`config.mk`:
```
export PLATFORM = sky130hd
export DESIGN_NAME = beep_burst_sequencer_core_flat
export DESIGN_NICKNAME = d
export VERILOG_FILES = /design/src/bbs_pkg.sv /design/src/bbs_chan_if.sv /design/src/bbs_cycles.sv /design/src/bbs_seq.sv /design/src/beep_burst_sequencer_core.sv /design/src/flat_wrapper.sv
export SDC_FILE = /design/constraint.sdc
export NUM_CORES = 1
export LEC_CHECK = 0
export ABC_AREA = 1
export BUFFER_PORTS_ARGS = -buffer_cell sky130_fd_sc_hd__buf_4
export CORE_AREA = 3 3 53 55
export DETAILED_ROUTE_END_ITERATION = 16
export DIE_AREA = 0 0 56 58
export GPL_ROUTABILITY_DRIVEN = 0
export PLACE_DENSITY = 0.78
export SETUP_SLACK_MARGIN = 0.5
export SLEW_MARGIN = 5
export SYNTH_ARGS = -nofsm -noshare
export SYNTH_HDL_FRONTEND = slang
export SYNTH_SLANG_ARGS = --single-unit
```
`constraint.sdc`:
```
create_clock -name clk -period 4 [get_ports clk]
set_clock_uncertainty 0.05 [all_clocks]
set_input_delay 1 -clock clk [delete_from_list [all_inputs] [get_ports clk]]
set_output_delay 1 -clock clk [all_outputs]
set_load 0.02 [all_outputs]
```
`src/bbs_pkg.sv`:
```
// Types, codes and constants of the beep burst sequencer.
package bbs_pkg;

  localparam logic [1:0] REQ_TICK  = 2'd0;
  localparam logic [1:0] REQ_SOUND = 2'd1;
  localparam logic [1:0] REQ_TUNE  = 2'd2;

  localparam logic [1:0] ST_OK      = 2'd0;
  localparam logic [1:0] ST_BUSY    = 2'd1;
  localparam logic [1:0] ST_INVALID = 2'd2;

  localparam logic [7:0] TUNE_FOUR_BEEPS = 8'd0;
  localparam logic [7:0] TUNE_LONG_TONE  = 8'd1;
  localparam logic [7:0] TUNE_DOUBLE     = 8'd2;

  localparam logic [7:0] DUTY_LIMIT = 8'd100;
  localparam logic [7:0] TUNE_COUNT = 8'd3;

  // Division by 1000 is a shift by three and a division by 125, the latter done
  // with a reciprocal multiply and a single correction step.
  localparam int          DIV_PRE_SHIFT = 3;
  localparam int          RECIP_SHIFT   = 29;
  localparam logic [22:0] RECIP_M       = 23'd4294967;
  localparam logic [28:0] DIV_REST      = 29'd125;

  typedef struct packed {
    logic [1:0]  req_type;
    logic [7:0]  duty_percent;
    logic [15:0] tone_freq;
    logic [15:0] on_ms;
    logic [15:0] off_ms;
    logic [15:0] repeat_total;
    logic [7:0]  tune_index;
    logic        power_ok;
  } item_t;

  typedef struct packed {
    logic [1:0]  status;
    logic        busy_res;
    logic        power_enable;
    logic        pwm_fire;
    logic [6:0]  pwm_duty;
    logic [15:0] pwm_freq;
    logic [22:0] pwm_cycles;
    logic        adc_start;
  } result_t;

  typedef struct packed {
    logic [7:0]  duty;
    logic [15:0] freq;
    logic [15:0] on_ms;
    logic [15:0] off_ms;
    logic [15:0] rep;
  } pattern_t;

  function automatic pattern_t tune_lookup(input logic [7:0] idx);
    pattern_t p;
    p = '{duty: 8'd50, freq: 16'd2800, on_ms: 16'd100, off_ms: 16'd1000, rep: 16'd4};
    case (idx)
      TUNE_LONG_TONE: begin
        p.on_ms  = 16'd1000;
        p.off_ms = 16'd1;
        p.rep    = 16'd1;
      end
      TUNE_DOUBLE: begin
        p.on_ms  = 16'd50;
        p.off_ms = 16'd100;
        p.rep    = 16'd2;
      end
      default: begin
      end
    endcase
    return p;
  endfunction

endpackage

```
`src/bbs_chan_if.sv`:
```
// Valid/ready channel carrying one payload beat.
interface bbs_chan_if #(parameter type payload_t = logic);
  logic     valid;
  logic     ready;
  payload_t data;

  modport source(output valid, output data, input ready);
  modport sink(input valid, input data, output ready);
endinterface

```
`src/bbs_cycles.sv`:
```
// Burst cycle count: product over 1000 by reciprocal multiply and correction.
module bbs_cycles import bbs_pkg::*; (
  input  logic        clk,
  input  logic [31:0] held_prod,
  output logic [22:0] cycles
);

  logic [28:0] x;
  logic [51:0] mr;
  logic [22:0] q0;
  logic [28:0] back;
  logic [28:0] rest;

  assign x = held_prod[31:DIV_PRE_SHIFT];

  always_ff @(posedge clk) begin
    mr <= 52'(x) * 52'(RECIP_M);
  end

  // The estimate is at most one short of the true quotient.
  always_comb begin
    q0     = mr[RECIP_SHIFT +: 23];
    back   = 29'(q0) * DIV_REST;
    rest   = x - back;
    cycles = q0 + 23'(rest >= DIV_REST);
  end

endmodule

```
`src/bbs_seq.sv`:
```
// Pattern state and the per-beat update of the beep sequencer.
module bbs_seq import bbs_pkg::*; #(
  parameter int START_DELAY_MS = 10,
  parameter int TIME_BITS      = 16
) (
  input  logic        clk,
  input  logic        rst,
  input  logic        advance,
  input  item_t       item,
  input  logic        buzzer_enabled,
  input  logic [22:0] cycles,
  output logic [31:0] held_prod,
  output result_t     res
);

  logic                 playing, playing_next;
  logic                 next_is_burst, next_is_burst_next;
  logic [TIME_BITS-1:0] ms_left, ms_left_next;
  logic [15:0]          bursts_done, bursts_done_next;
  logic [15:0]          burst_limit, burst_limit_next;
  logic [6:0]           held_duty, held_duty_next;
  logic [15:0]          held_freq, held_freq_next;
  logic [15:0]          held_on_ms, held_on_ms_next;
  logic [15:0]          held_off_ms, held_off_ms_next;
  logic [31:0]          held_prod_next;
  pattern_t             pat;
  logic                 pat_ok;
  logic [1:0]           status;

  always_comb begin
    playing_next       = playing;
    next_is_burst_next = next_is_burst;
    ms_left_next       = ms_left;
    bursts_done_next   = bursts_done;
    burst_limit_next   = burst_limit;
    held_duty_next     = held_duty;
    held_freq_next     = held_freq;
    held_on_ms_next    = held_on_ms;
    held_off_ms_next   = held_off_ms;
    held_prod_next     = held_prod;
    res                = '0;
    status             = ST_OK;
    pat_ok             = 1'b1;
    pat = '{duty: item.duty_percent, freq: item.tone_freq, on_ms: item.on_ms,
            off_ms: item.off_ms, rep: item.repeat_total};
    if (item.req_type == REQ_TUNE) begin
      pat    = tune_lookup(item.tune_index);
      pat_ok = item.tune_index < TUNE_COUNT;
    end

    case (item.req_type)
      REQ_TICK: begin
        if (playing) begin
          if (ms_left > TIME_BITS'(1)) begin
            ms_left_next = ms_left - TIME_BITS'(1);
          end else if (!item.power_ok) begin
            playing_next = 1'b0;
            ms_left_next = '0;
          end else if (next_is_burst) begin
            next_is_burst_next = 1'b0;
            res.pwm_fire       = 1'b1;
            res.pwm_duty       = held_duty;
            res.pwm_freq       = held_freq;
            res.pwm_cycles     = cycles;
            ms_left_next       = TIME_BITS'(held_on_ms);
          end else begin
            next_is_burst_next = 1'b1;
            if (bursts_done < burst_limit) begin
              bursts_done_next = bursts_done + 16'd1;
              ms_left_next     = TIME_BITS'(held_off_ms);
            end else begin
              playing_next  = 1'b0;
              ms_left_next  = '0;
              res.adc_start = 1'b1;
            end
          end
        end
      end
      REQ_SOUND, REQ_TUNE: begin
        if (!pat_ok) begin
          status = ST_INVALID;
        end else if (!buzzer_enabled || playing) begin
          status = ST_BUSY;
        end else if (pat.duty == 8'd0 || pat.duty >= DUTY_LIMIT || pat.on_ms == 16'd0 ||
                     pat.off_ms == 16'd0 || pat.rep == 16'd0) begin
          status = ST_INVALID;
        end else begin
          playing_next       = 1'b1;
          next_is_burst_next = 1'b0;
          held_duty_next     = pat.duty[6:0];
          held_freq_next     = pat.freq;
          held_on_ms_next    = pat.on_ms;
          held_off_ms_next   = pat.off_ms;
          bursts_done_next   = '0;
          burst_limit_next   = pat.rep;
          held_prod_next     = 32'(pat.freq) * 32'(pat.on_ms);
          ms_left_next       = TIME_BITS'(START_DELAY_MS);
        end
      end
      default: begin
      end
    endcase

    res.status       = status;
    res.busy_res     = playing_next;
    res.power_enable = playing_next;
  end

  always_ff @(posedge clk) begin
    if (rst) begin
      playing       <= 1'b0;
      next_is_burst <= 1'b0;
      ms_left       <= '0;
      bursts_done   <= '0;
      burst_limit   <= '0;
    end else if (advance) begin
      playing       <= playing_next;
      next_is_burst <= next_is_burst_next;
      ms_left       <= ms_left_next;
      bursts_done   <= bursts_done_next;
      burst_limit   <= burst_limit_next;
    end
  end

  always_ff @(posedge clk) begin
    if (advance) begin
      held_duty   <= held_duty_next;
      held_freq   <= held_freq_next;
      held_on_ms  <= held_on_ms_next;
      held_off_ms <= held_off_ms_next;
      held_prod   <= held_prod_next;
    end
  end

endmodule

```
`src/beep_burst_sequencer_core.sv`:
```
// Top level of the beep burst sequencer: input register, update logic, result register.
// A beat passes from the input register to the result register. Throughput: one beat
// per cycle unless res_out.ready stalls; the two registers form a two-stage pipe, so a
// new beat can still enter an empty input register while a finished result waits.
// The burst cycle count is ready from its multiply register before any burst can fire.
// Reset (rst, synchronous) clears the pipe, stops any pattern and sets buzzer_enabled.
module beep_burst_sequencer_core import bbs_pkg::*; #(
  parameter int START_DELAY_MS = 10,
  parameter int TIME_BITS      = 16
) (
  input  logic        clk,
  input  logic        rst,
  bbs_chan_if.sink    req_in,
  bbs_chan_if.source  res_out,
  bbs_chan_if.sink    cfg
);

  logic        in_valid;
  item_t       in_item;
  logic        out_valid;
  result_t     out_res;
  logic        advance;
  logic        buzzer_enabled;
  result_t     step_res;
  logic [31:0] held_prod;
  logic [22:0] cycles;

  assign advance      = in_valid && (!out_valid || res_out.ready);
  assign req_in.ready = !in_valid || advance;
  assign cfg.ready    = 1'b1;
  assign res_out.valid = out_valid;
  assign res_out.data  = out_res;

  always_ff @(posedge clk) begin
    if (rst) begin
      in_valid  <= 1'b0;
      out_valid <= 1'b0;
    end else begin
      if (req_in.ready) begin
        in_valid <= req_in.valid;
      end
      if (advance) begin
        out_valid <= 1'b1;
      end else if (res_out.ready) begin
        out_valid <= 1'b0;
      end
    end
  end

  always_ff @(posedge clk) begin
    if (req_in.valid && req_in.ready) begin
      in_item <= req_in.data;
    end
    if (advance) begin
      out_res <= step_res;
    end
  end

  always_ff @(posedge clk) begin
    if (rst) begin
      buzzer_enabled <= 1'b1;
    end else if (cfg.valid) begin
      buzzer_enabled <= cfg.data;
    end
  end

  bbs_seq #(
    .START_DELAY_MS(START_DELAY_MS),
    .TIME_BITS(TIME_BITS)
  ) u_seq (
    .clk(clk),
    .rst(rst),
    .advance(advance),
    .item(in_item),
    .buzzer_enabled(buzzer_enabled),
    .cycles(cycles),
    .held_prod(held_prod),
    .res(step_res)
  );

  bbs_cycles u_cycles (
    .clk(clk),
    .held_prod(held_prod),
    .cycles(cycles)
  );

endmodule

```
`src/flat_wrapper.sv`:
```
// flat-port wrapper written by rule: the top's interface ports become plain ports
module beep_burst_sequencer_core_flat import bbs_pkg::*;
#(
  parameter int START_DELAY_MS = 10,
  parameter int TIME_BITS      = 16
)
  (clk, rst, req_in_valid, req_in_data, req_in_ready, res_out_valid, res_out_data, res_out_ready, cfg_valid, cfg_data, cfg_ready);
  bbs_chan_if req_in_i ();
  bbs_chan_if res_out_i ();
  bbs_chan_if cfg_i ();
  input  logic clk;
  input  logic rst;
  input wire logic [$bits(req_in_i.valid)-1:0] req_in_valid;
  input wire logic [$bits(req_in_i.data)-1:0] req_in_data;
  output wire logic [$bits(req_in_i.ready)-1:0] req_in_ready;
  output wire logic [$bits(res_out_i.valid)-1:0] res_out_valid;
  output wire logic [$bits(res_out_i.data)-1:0] res_out_data;
  input wire logic [$bits(res_out_i.ready)-1:0] res_out_ready;
  input wire logic [$bits(cfg_i.valid)-1:0] cfg_valid;
  input wire logic [$bits(cfg_i.data)-1:0] cfg_data;
  output wire logic [$bits(cfg_i.ready)-1:0] cfg_ready;
  assign req_in_i.valid = req_in_valid;
  assign req_in_i.data = req_in_data;
  assign req_in_ready = req_in_i.ready;
  assign res_out_valid = res_out_i.valid;
  assign res_out_data = res_out_i.data;
  assign res_out_i.ready = res_out_ready;
  assign cfg_i.valid = cfg_valid;
  assign cfg_i.data = cfg_data;
  assign cfg_ready = cfg_i.ready;
  beep_burst_sequencer_core #(.START_DELAY_MS(START_DELAY_MS), .TIME_BITS(TIME_BITS)) u_core (.clk(clk), .rst(rst), .req_in(req_in_i), .res_out(res_out_i), .cfg(cfg_i));
endmodule
```
======== Word-level counts from Yosys, hierarchy flattened ========
Cells that the tools add are included.
storage, ports and cells
  register bits ........................... 38
  input bits .............................. 7
  output and inout port bits .............. 4
  word-level logic and storage cells ...... 49
cells by class
  add/subtract/negate cells ............... 2
  order comparisons ....................... 2
  muxes and demuxes ....................... 22
  bitwise operators ....................... 4
  reduce and logical (&&, ||, !) cells .... 11
operators with widths
  operator                                                                count
  16-bit 2-to-1 mux                                                       10
  16-bit by 1-bit adder with 16-bit output (second input constant)        1
  16-bit by 1-bit > comparator with 1-bit output (second input constant)  1
  16-bit by 1-bit < comparator with 1-bit output (second input constant)  1
  16-bit by 1-bit subtractor with 16-bit output (second input constant)   1
  1-bit 2-to-1 mux                                                        12
  6-bit AND reduction                                                     1
  1-bit inverter                                                          4
  4-bit AND reduction                                                     1
  4-bit OR reduction                                                      1
  1-bit logical AND                                                       2
  1-bit logical NOT                                                       2
  1-bit logical OR                                                        2
  2-bit AND reduction                                                     1
  2-bit nonzero test                                                      1

======== Logic depth before layout (Yosys ltp) ========
  depth in word-level cells ............... 6
  gate-level depth with buffers ........... 11
  gate-level depth less buffers ........... 11

======== Cells and area by module ========
Synthesis repeated with hierarchy kept, for this count alone.
second synthesis, totals
  cells, all modules ...................... 4270
  area, all modules ....................... 33960.1 um2
by module, submodules not included
  module                     times used  cells each  area an instance (um2)  sequential area each (um2)
  bbs_cycles                 1           2270        18084.8                 460.4
  bbs_seq                    1           1979        15675.0                 3613.5
  beep_burst_sequencer_core  1           21          200.2                   120.1

======== Least setup slack after synthesis ========
No wires, ideal clock.
  kind .................................... input -> output
  start ................................... in res_out_ready
  end ..................................... out req_in_ready
  arrival time ............................ 1.253 ns
  data required time ...................... 2.950 ns
  setup slack ............................. 1.697 ns
  stages .................................. 2
  buffers on the path ..................... 0
  cell sequence ........................... inv_1 > nand3_1
on the way
  word-level cells in the longest chain between the ends .. 3
RTL lines
  element            line                             RTL
  start, declared    flat_wrapper.sv:18               input wire logic [$bits(res_out_i.ready)-1:0] res_out_ready;
  1-bit logical OR   beep_burst_sequencer_core.sv:28  assign advance = in_valid && (!out_valid || res_out.ready);
  1-bit logical AND  beep_burst_sequencer_core.sv:28
  1-bit logical OR   beep_burst_sequencer_core.sv:29  assign req_in.ready = !in_valid || advance;
  end, declared      flat_wrapper.sv:15               output wire logic [$bits(req_in_i.ready)-1:0] req_in_ready;
No other way between the ends.

======== Final worst setup path ========
Same ends and word-level chain as after synthesis.

==> flow_summary_export.csv <==
group,metric,value,unit
outcome,outcome,"finished, final reports clean",
layout,num-nets-final,179,
timing,finalSetupTns,0,ns
detailed_routing,drtIter0Drc,12,
power_and_ir_drop,p_seq_frac,0.541,
job,max_cap_violations,0,
yosys,ys.warnings.count,0,
cts,numCtsBuffers,3,
detailed_routing,remaining_drc_errors,0,
floorplan,core-area,0.00243,mm^2
detailed_routing,vias,962,
power_and_ir_drop,power.density,327,mW/mm^2
layout,final_core_util,0.525,
timing,post-route-min-period,2.53,ns
setup_path,required,2.95,ns
cts,cts_root_buf,"clkbuf_4",
cts,cts_tree,"built",
setup_path,cp_slowest_stage_delay,0.19,ns
detailed_routing,drt_first_pass_iters,3,
detailed_routing,final_antenna_net_count,0,
hold_path,hold_class,"reg2reg",
layout,antennaDiodeCount,0,
setup_path,worstPathArrival,1.48,ns
floorplan,start_util,0.474,
setup_path,crit_top_cell,"buf_4",
floorplan,die_y,58,um
global_routing,antenna_found_initial,0,
yosys,syn_area_per_cell,7.20,um^2
floorplan,die_x,56,um
yosys,synth_fp_nets,169,
power_and_ir_drop,internal_power,0.332,mW
power_and_ir_drop,peakVddDrop,0.000264,V
floorplan,rows,18,
cts,clockBufferDepth,2,
yosys,ys_seq_area_frac,0.400,
timing,setup_viol,0,
setup_path,crit_path_top_delay_cell,"buf_4",
global_routing,grt_pass1_wl,3720,um
layout,synthToLayoutAreaGrowth,10.7,%
power_and_ir_drop,power,0.418,mW
setup_path,end_kind,"output port",
power_and_ir_drop,swShare,0.205,
detailed_routing,avgRoutedWirePerCell,10.7,um
timing,hold_viol,0,
timing,timing.final.crit_share,0.632,
detailed_routing,drt_wl_total,2130,um
setup_path,crit_fanout,3,
power_and_ir_drop,power_frac_clock,0.418,
yosys,synth_cell_types,26,
setup_path,critical_path_class,"in2out",
power_and_ir_drop,p_leak,0.594,nW
layout,fillers,234,
cts,postCtsHoldBufs,0,
placed_design,io_buffers,7,
floorplan,num_io_pins,11,
yosys,ys_ff_latch,22,
layout,drive_above_1_share,0.166,
yosys,postSynthCellCount,160,
global_routing,grt_start_max_net_pins,15,
cts,htreeDepth,1,
timing,rsz0062_at_grt,"no",
placed_design,dp_hpwl,1690,um
power_and_ir_drop,p_sw,0.0854,mW
power_and_ir_drop,power_frac_comb,0.041,
global_routing,grt_overflow_total,0,
setup_path,path_cells,"buf_4 > inv_1 > nand3_1 > buf_4",
global_routing,grt_usage,0.146,
layout,design_area,0.00128,mm^2
global_routing,grt_pass1_vias,895,
yosys,synth_area,0.00115,mm^2
cts,cts_resized,0,
placed_design,dpl_cell_area,0.00122,mm^2
timing,fmax,395,MHz
setup_path,startpoint_type,"input pin",
cts,clk_latency,0.32,ns
cts,clkTransAtPathRegs,0.13,ns
timing,maxSlewViolCount,0,
detailed_routing,viasPerCell,4.83,
cts,postCtsSetupBuffers,0,
floorplan,die_area,0.00325,mm^2
cts,cts.sinks,22,
==> registers in the layout (all words and copies together), names as in the netlist <==
register                    cells
u_core.in_item                  1
u_core.in_valid                 1
u_core.res_out.data             1
u_core.res_out.valid            1
u_core.u_seq.ms_left           16
u_core.u_seq.next_is_burst      1
u_core.u_seq.playing            1
==> kinds of logic after synthesis <==
logic type      share of synthesized area
fa+ha+maj                          0.0217
compound gates                     0.0586
buf+inv                            0.0945
xor+xnor                           0.0608
simple gates                        0.362
other cells                       0.00325
flops                               0.400
==> cells in the mapped netlist (all sizes together) <==
cell / n / area [um^2]
edfxtp: 2 / 60.1
a22oi: 1 / 7.51
or2: 1 / 6.26
nor3: 3 / 15.0
nand3: 11 / 60.1
nand2: 31 / 126
nor2: 41 / 184
nor4: 1 / 6.26
a21oi: 7 / 38.8
ha: 2 / 25.0
o21ai: 2 / 21.3
buf: 2 / 18.8
xor2: 7 / 61.3
xnor2: 1 / 8.76
dfxtp: 20 / 400
conb: 1 / 3.75
nand4: 3 / 18.8
inv: 24 / 90.1
==> metal layers <==
layer  wire length, um  vias to the layer above  global-route usage
li1                  -                      508                   -
met1               984                      441               0.163
met2              1070                       10               0.270
met3                68                        3              0.0468
met4                13                        0              0.0305
met5                 0                        -                   0
==> layout by cell type, fill, tap and decap left out, drive strengths merged, types with 2 or more instances in the layout <==
cell type	n
a21oi	7
buf	7
clkbuf	3
dfxtp	20
edfxtp	2
ha	2
inv	24
nand2	31
nand3	11
nand4	3
nor2	41
nor3	3
o21ai	2
xor2	7
==> cell type report <==
class	instances	area, um^2	area share
clock buffer	3	22.5	0.0176
clock inverter	1	30.0	0.0235
inverter	24	90.1	0.0706
multi-input combinational	112	583	0.457
sequential	22	460	0.361
tap	30	37.5	0.0294
timing repair buffer	7	52.6	0.0412
==> final timing paths <==
check                      startpoint  slack, ns                       end  cells after the start
min reg2reg  u_core.u_seq.ms_left[11]       0.46  u_core.u_seq.ms_left[11]                      2
min          u_core.u_seq.ms_left[11]       0.46  u_core.u_seq.ms_left[11]                      2
max reg2reg   u_core.u_seq.ms_left[0]       2.43   u_core.u_seq.ms_left[7]                      7
max                     res_out_ready       1.47              req_in_ready                      4
==> metrics by stage <==
stage / hold WS [ns] / instances / worst slack [ns]
floorplan: 0.405 / 160 / 1.70
global placement: 0.418 / 195 / 1.52
detailed placement: 0.440 / 195 / 1.47
CTS: 0.458 / 199 / 1.47
global route: 0.465 / 199 / 1.43
finish: 0.458 / 199 / 1.47
==> worst max-delay path: cells and delay by family <==
family                 cells  cell delay (ns)
buffers and inverters      3             0.36
and+or+nand+nor            1             0.12
==> power groups by stage <==
stage          Combinational [mW]  Clock [mW]  Sequential (mW)
6_report                   0.0171       0.175            0.226
5_1_grt                    0.0192       0.187            0.226
4_1_cts                    0.0173       0.177            0.226
3_5_place_dp               0.0173           0            0.231
3_3_place_gp               0.0165           0            0.231
2_1_floorplan              0.0102           0            0.232
Note: power is estimated with default switching activity, not from simulation.
